<file path="src/sv/shs_pkg.sv">
// Shared types and constants for the SHA-256 stream hasher.
`default_nettype none
package shs_pkg;

  localparam int unsigned FILL_W  = 6;   // byte position inside a 64-byte block
  localparam int unsigned TOTAL_W = 61;  // message length in bytes, wraps
  localparam int unsigned ROUND_W = 6;   // 64 rounds per block

  // Initial hash value.
  localparam logic [31:0] HASH_IV [8] = '{
    32'h6a09e667, 32'hbb67ae85, 32'h3c6ef372, 32'ha54ff53a,
    32'h510e527f, 32'h9b05688c, 32'h1f83d9ab, 32'h5be0cd19
  };

  // Round constants.
  localparam logic [31:0] ROUND_K [64] = '{
    32'h428a2f98, 32'h71374491, 32'hb5c0fbcf, 32'he9b5dba5,
    32'h3956c25b, 32'h59f111f1, 32'h923f82a4, 32'hab1c5ed5,
    32'hd807aa98, 32'h12835b01, 32'h243185be, 32'h550c7dc3,
    32'h72be5d74, 32'h80deb1fe, 32'h9bdc06a7, 32'hc19bf174,
    32'he49b69c1, 32'hefbe4786, 32'h0fc19dc6, 32'h240ca1cc,
    32'h2de92c6f, 32'h4a7484aa, 32'h5cb0a9dc, 32'h76f988da,
    32'h983e5152, 32'ha831c66d, 32'hb00327c8, 32'hbf597fc7,
    32'hc6e00bf3, 32'hd5a79147, 32'h06ca6351, 32'h14292967,
    32'h27b70a85, 32'h2e1b2138, 32'h4d2c6dfc, 32'h53380d13,
    32'h650a7354, 32'h766a0abb, 32'h81c2c92e, 32'h92722c85,
    32'ha2bfe8a1, 32'ha81a664b, 32'hc24b8b70, 32'hc76c51a3,
    32'hd192e819, 32'hd6990624, 32'hf40e3585, 32'h106aa070,
    32'h19a4c116, 32'h1e376c08, 32'h2748774c, 32'h34b0bcb5,
    32'h391c0cb3, 32'h4ed8aa4a, 32'h5b9cca4f, 32'h682e6ff3,
    32'h748f82ee, 32'h78a5636f, 32'h84c87814, 32'h8cc70208,
    32'h90befffa, 32'ha4506ceb, 32'hbef9a3f7, 32'hc67178f2
  };

  typedef enum logic [1:0] {
    PAD_MARK = 2'd0,
    PAD_ZERO = 2'd1,
    PAD_LEN  = 2'd2
  } pad_kind_t;

  // Controller -> datapath.
  typedef struct packed {
    logic                 wr_byte;   // store the input byte at the fill position
    logic                 wr_pad;    // store a padding byte at the fill position
    pad_kind_t            pad_kind;
    logic                 ld_work;   // working vars <- hash words
    logic                 do_round;  // one compression round
    logic [ROUND_W-1:0]   rnd;
    logic                 fold;      // hash words += working vars
    logic                 reinit;    // back to the initial hash, empty message
    logic [1:0]           part;      // digest quarter on the output
  } cmd_t;

  // Datapath -> controller.
  typedef struct packed {
    logic [FILL_W-1:0] fill;
  } sts_t;

endpackage
`default_nettype wire

</file>
<file path="src/sv/shs_datapath.sv">
// Datapath: block/schedule window, round logic, hash words, counters.
`default_nettype none
module shs_datapath (
  input  wire logic                clk,
  input  wire logic                rst_n,
  input  wire shs_pkg::cmd_t       cmd,
  input  wire logic [7:0]          in_data_byte,
  output shs_pkg::sts_t            sts,
  output logic [63:0]              digest_part
);

  logic [31:0] hash_r [8];
  logic [31:0] work_r [8];
  logic [31:0] w_r    [16];
  logic [shs_pkg::FILL_W-1:0]  fill_r;
  logic [shs_pkg::TOTAL_W-1:0] total_r;

  logic        wr_en;
  logic [7:0]  pad_byte;
  logic [7:0]  wr_val;
  logic [63:0] len_bits;
  logic [31:0] w_new;
  logic [31:0] t1;
  logic [31:0] t2;
  logic [31:0] s0;
  logic [31:0] s1;
  logic [31:0] ch;
  logic [31:0] maj;

  function automatic logic [31:0] ror(input logic [31:0] x, input int unsigned n);
    return (x >> n) | (x << (32 - n));
  endfunction

  assign wr_en    = cmd.wr_byte | cmd.wr_pad;
  assign len_bits = {total_r, 3'b000};

  always_comb begin
    unique case (cmd.pad_kind)
      shs_pkg::PAD_MARK: pad_byte = 8'h80;
      shs_pkg::PAD_ZERO: pad_byte = 8'h00;
      shs_pkg::PAD_LEN:  pad_byte = len_bits[{~fill_r[2:0], 3'b000} +: 8];
      default:           pad_byte = 8'h00;
    endcase
  end

  assign wr_val = cmd.wr_byte ? in_data_byte : pad_byte;

  // Message schedule: window holds W[t..t+15], round t uses w_r[0].
  assign w_new = (ror(w_r[14], 17) ^ ror(w_r[14], 19) ^ (w_r[14] >> 10)) + w_r[9] +
                 (ror(w_r[1], 7) ^ ror(w_r[1], 18) ^ (w_r[1] >> 3)) + w_r[0];

  assign s1  = ror(work_r[4], 6) ^ ror(work_r[4], 11) ^ ror(work_r[4], 25);
  assign ch  = (work_r[4] & work_r[5]) ^ (~work_r[4] & work_r[6]);
  assign t1  = work_r[7] + s1 + ch + shs_pkg::ROUND_K[cmd.rnd] + w_r[0];
  assign s0  = ror(work_r[0], 2) ^ ror(work_r[0], 13) ^ ror(work_r[0], 22);
  assign maj = (work_r[0] & work_r[1]) ^ (work_r[0] & work_r[2]) ^ (work_r[1] & work_r[2]);
  assign t2  = s0 + maj;

  always_ff @(posedge clk) begin
    if (!rst_n) begin
      for (int i = 0; i < 8; i++) hash_r[i] <= shs_pkg::HASH_IV[i];
      fill_r  <= '0;
      total_r <= '0;
    end else begin
      if (cmd.fold) begin
        for (int i = 0; i < 8; i++) hash_r[i] <= hash_r[i] + work_r[i];
      end else if (cmd.reinit) begin
        for (int i = 0; i < 8; i++) hash_r[i] <= shs_pkg::HASH_IV[i];
      end
      if (cmd.reinit) begin
        fill_r  <= '0;
        total_r <= '0;
      end else begin
        if (wr_en)       fill_r  <= fill_r + 1'b1;
        if (cmd.wr_byte) total_r <= total_r + 1'b1;
      end
    end
  end

  always_ff @(posedge clk) begin
    if (cmd.ld_work) begin
      for (int i = 0; i < 8; i++) work_r[i] <= hash_r[i];
    end else if (cmd.do_round) begin
      work_r[7] <= work_r[6];
      work_r[6] <= work_r[5];
      work_r[5] <= work_r[4];
      work_r[4] <= work_r[3] + t1;
      work_r[3] <= work_r[2];
      work_r[2] <= work_r[1];
      work_r[1] <= work_r[0];
      work_r[0] <= t1 + t2;
    end
  end

  always_ff @(posedge clk) begin
    if (wr_en) begin
      w_r[fill_r[5:2]][{~fill_r[1:0], 3'b000} +: 8] <= wr_val;
    end else if (cmd.do_round) begin
      for (int i = 0; i < 15; i++) w_r[i] <= w_r[i+1];
      w_r[15] <= w_new;
    end
  end

  assign sts.fill    = fill_r;
  assign digest_part = {hash_r[{cmd.part, 1'b0}], hash_r[{cmd.part, 1'b1}]};

endmodule
`default_nettype wire

</file>
<file path="src/sv/shs_ctrl.sv">
// Controller: sequences byte intake, padding, compression and digest output.
`default_nettype none
module shs_ctrl (
  input  wire logic          clk,
  input  wire logic          rst_n,
  input  wire logic          in_valid,
  input  wire logic          in_byte_present,
  input  wire logic          in_end_of_message,
  output logic               in_ready,
  output logic               out_valid,
  input  wire logic          out_ready,
  output logic [1:0]         out_part_index,
  output logic               out_last_part,
  input  wire shs_pkg::sts_t sts,
  output shs_pkg::cmd_t      cmd
);

  typedef enum logic [2:0] {
    S_IDLE,
    S_PAD_MARK,
    S_PAD_ZERO,
    S_PAD_LEN,
    S_COMP_INIT,
    S_ROUND,
    S_FOLD,
    S_OUT
  } state_t;

  state_t state_r, state_nxt;
  logic [shs_pkg::ROUND_W-1:0] rnd_r, rnd_nxt;
  logic [1:0] part_r, part_nxt;
  logic pend_r, pend_nxt;       // message end in progress
  logic marked_r, marked_nxt;   // 0x80 already stored
  logic fin_r, fin_nxt;         // current compression is the last one
  logic in_txn;
  logic fill_full;

  assign in_txn    = in_valid && in_ready;
  assign fill_full = (sts.fill == '1);

  always_comb begin
    state_nxt  = state_r;
    rnd_nxt    = rnd_r;
    part_nxt   = part_r;
    pend_nxt   = pend_r;
    marked_nxt = marked_r;
    fin_nxt    = fin_r;
    cmd        = '0;
    cmd.rnd    = rnd_r;
    cmd.part   = part_r;

    unique case (state_r)
      S_IDLE: begin
        if (in_txn) begin
          cmd.wr_byte = in_byte_present;
          if (in_byte_present && fill_full) begin
            pend_nxt  = in_end_of_message;
            state_nxt = S_COMP_INIT;
          end else if (in_end_of_message) begin
            pend_nxt  = 1'b1;
            state_nxt = S_PAD_MARK;
          end
        end
      end
      S_PAD_MARK: begin
        cmd.wr_pad   = 1'b1;
        cmd.pad_kind = shs_pkg::PAD_MARK;
        marked_nxt   = 1'b1;
        state_nxt    = fill_full ? S_COMP_INIT : S_PAD_ZERO;
      end
      S_PAD_ZERO: begin
        if (sts.fill == shs_pkg::FILL_W'(56)) begin
          state_nxt = S_PAD_LEN;
        end else begin
          cmd.wr_pad   = 1'b1;
          cmd.pad_kind = shs_pkg::PAD_ZERO;
          if (fill_full) state_nxt = S_COMP_INIT;
        end
      end
      S_PAD_LEN: begin
        cmd.wr_pad   = 1'b1;
        cmd.pad_kind = shs_pkg::PAD_LEN;
        if (fill_full) begin
          fin_nxt   = 1'b1;
          state_nxt = S_COMP_INIT;
        end
      end
      S_COMP_INIT: begin
        cmd.ld_work = 1'b1;
        rnd_nxt     = '0;
        state_nxt   = S_ROUND;
      end
      S_ROUND: begin
        cmd.do_round = 1'b1;
        rnd_nxt      = rnd_r + 1'b1;
        if (rnd_r == '1) state_nxt = S_FOLD;
      end
      S_FOLD: begin
        cmd.fold = 1'b1;
        priority if (fin_r) begin
          part_nxt  = '0;
          state_nxt = S_OUT;
        end else if (!pend_r) begin
          state_nxt = S_IDLE;
        end else if (!marked_r) begin
          state_nxt = S_PAD_MARK;
        end else begin
          state_nxt = S_PAD_ZERO;
        end
      end
      S_OUT: begin
        if (out_ready) begin
          part_nxt = part_r + 1'b1;
          if (part_r == 2'd3) begin
            cmd.reinit = 1'b1;
            pend_nxt   = 1'b0;
            marked_nxt = 1'b0;
            fin_nxt    = 1'b0;
            state_nxt  = S_IDLE;
          end
        end
      end
      default: state_nxt = S_IDLE;
    endcase
  end

  always_ff @(posedge clk) begin
    if (!rst_n) begin
      state_r  <= S_IDLE;
      rnd_r    <= '0;
      part_r   <= '0;
      pend_r   <= 1'b0;
      marked_r <= 1'b0;
      fin_r    <= 1'b0;
    end else begin
      state_r  <= state_nxt;
      rnd_r    <= rnd_nxt;
      part_r   <= part_nxt;
      pend_r   <= pend_nxt;
      marked_r <= marked_nxt;
      fin_r    <= fin_nxt;
    end
  end

  assign in_ready       = (state_r == S_IDLE);
  assign out_valid      = (state_r == S_OUT);
  assign out_part_index = part_r;
  assign out_last_part  = (part_r == 2'd3);

endmodule
`default_nettype wire

</file>
<file path="src/sv/sha256_stream_hasher_unit.sv">
// Intake: in_ready drops while a compression runs; every 64th byte starts a compression
//   (load, 64 rounds at one round per cycle, fold into the hash words).
// End of message: padding plus one or two compressions, then four
//   digest transactions, one per cycle while out_ready is high.
// Reset: synchronous active-low rst_n restores the initial hash and clears all counters.
`default_nettype none
module sha256_stream_hasher_unit (
  input  wire logic        clk,
  input  wire logic        rst_n,
  input  wire logic        in_valid,
  output logic             in_ready,
  input  wire logic [7:0]  in_data_byte,
  input  wire logic        in_byte_present,
  input  wire logic        in_end_of_message,
  output logic             out_valid,
  input  wire logic        out_ready,
  output logic [63:0]      out_digest_part,
  output logic [1:0]       out_part_index,
  output logic             out_last_part
);

  // Command and status between the sequencer and the datapath.
  shs_pkg::cmd_t cmd;
  shs_pkg::sts_t sts;

  // Sequencer: takes one input transaction at a time. A byte lands in the
  // 16-word window at the fill position; a full window triggers compression.
  // An end-of-message transaction walks through padding (0x80, zeros, the
  // 64-bit bit length), which may need an extra block, then presents the
  // digest as four transactions before returning to the idle state.
  shs_ctrl u_ctrl (
    .clk               (clk),
    .rst_n             (rst_n),
    .in_valid          (in_valid),
    .in_byte_present   (in_byte_present),
    .in_end_of_message (in_end_of_message),
    .in_ready          (in_ready),
    .out_valid         (out_valid),
    .out_ready         (out_ready),
    .out_part_index    (out_part_index),
    .out_last_part     (out_last_part),
    .sts               (sts),
    .cmd               (cmd)
  );

  // Datapath: the window doubles as block buffer and message schedule, so
  // the block bytes and the expanded words share one set of registers. The
  // digest is read straight from the hash word registers, which hold still
  // while the output waits.
  shs_datapath u_datapath (
    .clk          (clk),
    .rst_n        (rst_n),
    .cmd          (cmd),
    .in_data_byte (in_data_byte),
    .sts          (sts),
    .digest_part  (out_digest_part)
  );

endmodule
`default_nettype wire

</file>
<file path="config.mk">
export PLATFORM = sky130hd
export DESIGN_NAME = sha256_stream_hasher_unit
export DESIGN_NICKNAME = d
export VERILOG_FILES = /design/src/sv/shs_pkg.sv /design/src/sv/shs_datapath.sv /design/src/sv/shs_ctrl.sv /design/src/sv/sha256_stream_hasher_unit.sv
export SDC_FILE = /design/constraint.sdc
export NUM_CORES = 2
export LEC_CHECK = 0
export BUFFER_PORTS_ARGS = -buffer_cell sky130_fd_sc_hd__buf_2
export CORE_UTILIZATION = 40
export CTS_CLUSTER_SIZE = 10
export DETAILED_ROUTE_END_ITERATION = 10
export GPL_TIMING_DRIVEN = 0
export PLACE_DENSITY_LB_ADDON = 0.25
export SETUP_SLACK_MARGIN = 0.5
export SLEW_MARGIN = 15
export SYNTH_ARGS = -nofsm -noshare
export SYNTH_HDL_FRONTEND = slang
export SYNTH_SLANG_ARGS = --single-unit
</file>
<file path="constraint.sdc">
create_clock -name clk -period 8.7 [get_ports clk]
set_input_delay 2.175 -clock clk [delete_from_list [all_inputs] [get_ports clk]]
set_output_delay 2.175 -clock clk [all_outputs]
set_load 0.05 [all_outputs]
</file>
[Word level (Yosys, flattened, before mapping)]
Memories as Yosys holds them, arrays and structs flattened. A register that Yosys moved wholly into a read port is not among the register bits.
Cells that the tools add are included.
W data, S select, Z words.
Cells by class
  add/sub/neg operators: 23
  $mul: 0
  div/mod/pow operators: 0
  order comparisons: 1
  equal/unequal tests: 19
  shift-type cells: 3
  multiplexer cells: 88
  bitwise operators: 56
  reduce and logical (&&, ||, !) cells: 16
Operator list (count)
  $mux W32: 29
  $add A32 B32 Y32: 18
  $xor A32 B32 Y32: 9
  $and A32 B32 Y32: 5
  $shiftx A64 B7 Y8: 1
  $add A61 B1 Y61 const B: 1
  $mux W3: 15
  $not A32 Y32: 1
  $or A10 B32 Y32: 1
  $or A13 B32 Y32: 1
  $or A14 B32 Y32: 1
  $or A15 B32 Y32: 1
  $or A19 B32 Y32: 1
  $or A21 B32 Y32: 1
  $or A25 B32 Y32: 1
  $or A26 B32 Y32: 1
  $or A30 B32 Y32: 1
  $or A7 B32 Y32: 1
  $reduce_or A32 Y1: 1
  $shift A8 B7 Y32 const A: 1
  $shiftx A8 B7 Y32: 1
  $xor A32 B22 Y32: 1
  $xor A32 B29 Y32: 1
  $mux W1: 30
  34 further kinds: 82
Word-level totals
  register bits after elaboration: 81
  bits in latches: 0
  bits in writable memories: 1024
  bits in read-only memories: 2048
  input bits: 14
  word-level logic and storage cells: 218
  memories: 4
Memories
  (no name shown): depth 64, bits a word 32, read ports 1, clocked after memory_dff 0, write ports 0, RTL line shs_datapath.sv:54  | assign t1 = work_r[7] + s1 + ch + shs_pkg::ROUND_K[cmd.rnd] + w_r[0];
  u_datapath.w_r: depth 16, bits a word 32, read ports 16, clocked after memory_dff 0, write ports 16, RTL line shs_datapath.sv:14  | logic [31:0] w_r [16];
  u_datapath.hash_r: depth 8, bits a word 32, read ports 10, clocked after memory_dff 2, write ports 8, RTL line shs_datapath.sv:12  | logic [31:0] hash_r [8];
  u_datapath.work_r: depth 8, bits a word 32, read ports 8, clocked after memory_dff 0, write ports 8, RTL line shs_datapath.sv:13  | logic [31:0] work_r [8];

[Depth between registers and ports, before layout]
An unclocked memory read counts as a cell.
  depth after elaboration: 10
  mapped depth: 40
  depth with buffers taken out: 38

[By module]
A second synthesis with hierarchy kept.
Second synthesis, totals
  cells, all modules: 7093
  area total of the unflattened synthesis: 72244.3 um^2
Modules (own cells, without submodules)
  shs_datapath: instances 1, cells each 6967, area each 71277.1 um^2
  shs_ctrl: instances 1, cells each 126, area each 967.2 um^2

[Worst setup path after synthesis]
No wires, ideal clock.
  kind: register to register
  start point: reg u_ctrl.rnd_r[2] in the netlist's numbering
  end point: mem u_datapath.work_r[0][30] (data pin)
  data arrival time: 8.094 ns
  required time: 8.433 ns
  path slack: 0.339 ns
  stages on the path, launching flop included: 38
  clock period less this slack: 8.361 ns
  cells stage by stage: dfxtp_1 > clkbuf_1 > inv_1 > clkbuf_1 > clkbuf_1 > buf_1 > ha_1 > o21a_1 > o32ai_1 > mux4_2 > fa_1 > inv_1 > fa_1 > inv_1 > fa_1 > inv_1 > ha_1 > o21a_1 > [2 not listed] > o21bai_1 > a21oi_1 > nor2b_1 > o21a_1 > nor2_1 > xnor2_1 > fa_1 > ha_1 > a21o_1 > a21o_1 > a21oi_1 > o21ai_0 > a31oi_1 > o31ai_1 > a2111oi_0 > o21bai_1 > xnor2_1 > o21ai_0
RTL lines
  start, declared: RTL line shs_ctrl.sv:30  | logic [shs_pkg::ROUND_W-1:0] rnd_r, rnd_nxt;
  start signal, assigned: RTL line shs_ctrl.sv:137  | rnd_r <= rnd_nxt;
  end, declared: RTL line shs_datapath.sv:13

==> flow_metrics.tcl <==
set metrics [dict create \
    crit_fanout 10 \
    initial_utilization 0.403 \
    crit_type "reg -> reg" \
    fin_util 0.463 \
    cts.sink_count 1107 \
    finalSetupViolations 0 \
    status "completed" \
    area_growth_pct 14.8 \
    clk_pin_slew_ns 0.06 \
    drc 0 \
    via_per_inst 6.00 \
    grt_overflow_total 0 \
    ys_ff_latch 1107 \
    grt_antenna_before_repair 10 \
    slew_headroom 0.109 \
    synth_edf_count 896 \
    hpwl_mm 233 \
    portBuffers 81 \
    start_kind "flop" \
    min_path_type "reg -> reg" \
    required_ns 9.23 \
    ys_types 94 \
    crit_family "compound AO/OA/AOI/OAI gates" \
    syn_area_um2 73000 \
    grt_usage 0.316 \
    grt_pass1_wl_mm 417 \
    critPathCaptureType "flop" \
    fmax_ghz 0.117 \
    ioPinCount 83 \
    ys_warn_count 0 \
    wire_per_inst_um 29.6 \
    clk_latency_ns 0.85 \
    clockBufferDepth 3 \
    core_area_um2 181000 \
    yosys.area.top_type "edfxtp_1" \
    placed_cell_area_um2 76700 \
    grt_max_degree 90 \
    async_flop_share 0 \
    drv_cap 0 \
    grt_pass1_vias 59100 \
    fp-row-count 156 \
    syn-num-nets 7831 \
    slew_viol_final 0 \
    fin_crit_sh 0.980 \
    worst_slew_pin_slew_ns 1.34 \
    drt_wl_total_mm 296 \
    die_w_um 429 \
    synthTopCellsByArea "edfxtp_1 (37%), ha_1 (6.8%), a21o_1 (6.8%)" \
    ant_nets 0 \
    yosys.area.top_type_share 0.368 \
    layout.nets 8165 \
    drtIter0Drc 6319 \
    ys.flop_type "edfxtp_1" \
    cts_root_buffer "clkbuf_16" \
    cts_tree "yes" \
    tns_ns 0 \
    ys_seq_area_frac 0.426 \
    critPathSlowestCell "mux4_2" \
    cts_buffers 137 \
    fin_crit_ns 8.53 \
    design_area_um2 83800 \
    finalHoldViolCount 0 \
    crit_top_cell "fa_1" \
    synth_cells 7224 \
    dr.pass1.iters 6 \
    htreeDepth 4 \
    finalWeightedCongestion 0.987 \
    clock_skew_ns 0.0492 \
    rsz0062_at_grt "yes" \
    die_area_um2 184000 \
    crit_buf_inv 7 \
    synth.avg_cell_area_um2 10.1 \
    drive_gt1_frac 0.108 \
    vias 60000 \
    worstPathArrival_ns 9.06 \
    fp.dieH_um 429 \
    crit_path_max_incr_delay_ns 0.71 \
]
worst reg2reg max path: cells and delay by family, from the launching register on:
| kind | cells | cell delay [ns] |
|---|---|---|
| buf+inv | 7 | 1.27 |
| mux | 1 | 0.71 |
| flops | 1 | 0.35 |
| xor+xnor | 2 | 0.49 |
| compound gates | 13 | 2.57 |
| simple gates | 3 | 0.26 |
| fa+ha+maj | 7 | 2.59 |
metrics by stage:
step | worst slack [ns] | hold WS, ns | instances
after global routing | -0.00561 | 0.512 | 10000
after floorplan | 0.509 | 0.447 | 7224
after CTS | 0.127 | 0.487 | 9974
after global placement | -7.89 | 0.478 | 9675
after detailed placement | -3.17 | 0.478 | 9696
final | 0.174 | 0.491 | 10000
cell families after synthesis:
family	count (synthesis)	synth area share
xor+xnor	604	0.0728
simple gates	2030	0.123
flops	1107	0.426
fa+ha+maj	619	0.125
buf+inv	687	0.0357
compound gates	2031	0.183
mux	146	0.0346
area by class of cell:
cell class	count	area (um^2)
fill	16800	97300
multi-input combinational	5430	41000
sequential	1107	31100
clock buffer	183	3670
tap	2370	2970
buffer	413	1920
timing repair buffer	195	1500
inverter	274	1080
clock inverter	38	515
antenna	2	5.00
routing by layer:
metal,GRT usage,part of all wire
met5,0,0.000061
met4,0.201,0.075
met3,0.0558,0.078
met2,0.517,0.46
met1,0.384,0.38
layout by cell type (no fill, tap or decap), types with 262 or more instances in the layout:
cell type / n
a21oi_1: 367
o21ai_0: 326
xnor2_1: 361
ha_1: 360
clkbuf_1: 340
nor2_1: 349
inv_1: 262
edfxtp_1: 896
a21o_1: 662
nand2_1: 1070
registers in the layout, indices dropped and copies added, names as in the netlist, named ones only:
| register | cells |
|---|---|
| u_datapath.sts | 6 |
| u_ctrl.pend_r | 1 |
| u_datapath.hash_r | 256 |
| u_datapath.work_r | 256 |
| u_datapath.total_r | 61 |
| u_ctrl.rnd_r | 6 |
| u_datapath.w_r | 512 |
| u_ctrl.marked_r | 1 |
| u_ctrl.state_r | 3 |
| u_ctrl.out_part_index | 2 |
| u_ctrl.fin_r | 1 |
synth_stat cells, types with 14 or more instances:
cell type and instances:
nand3_1 123, buf_1 48, xnor2_1 380, and3_1 46, nor3_1 85, nor4_1 14, o21bai_1 41, ha_1 398
inv_1 271, dfxtp_1 211, fa_1 195, nand4_1 40, nor2_1 366, edfxtp_1 896, nand2b_1 73, a211oi_1 72
a31oi_1 61, xor2_1 222, o21a_1 63, a21o_1 662, mux2i_1 53, or3_1 47, mux4_2 84, a311oi_1 15
o21ai_0 414, and2_1 24, a21oi_1 415, nor2b_1 64, nand2_1 1080, o211ai_1 64, maj3_1 26, or2_2 17
o22ai_1 27, clkbuf_1 358, o31ai_1 28
timing repair:
| item | CTS | global route |
|---|---|---|
| gates resized for setup | 337 | 183 |
| hold buffers | 0 | 0 |
| gates cloned | 1 | 0 |
| setup endpoints to repair | 53 | 30 |
| setup buffers | 56 | 36 |
| pin swaps | 76 | 92 |
final timing paths:
path / startpoint / to / slack, ns / cells after the start
min reg2reg: u_datapath.w_r[6][30] / u_datapath.w_r[5][30] / 0.49 / 1
min: u_datapath.w_r[6][30] / u_datapath.w_r[5][30] / 0.49 / 1
max: u_ctrl.rnd_r[2] / u_datapath.work_r[0][30] / 0.17 / 33
max reg2reg: u_ctrl.rnd_r[2] / u_datapath.work_r[0][30] / 0.17 / 33
Power is left out: the tool's default activity adds up to more than one toggle a clock period on the data nets, which glitch-free logic cannot reach.
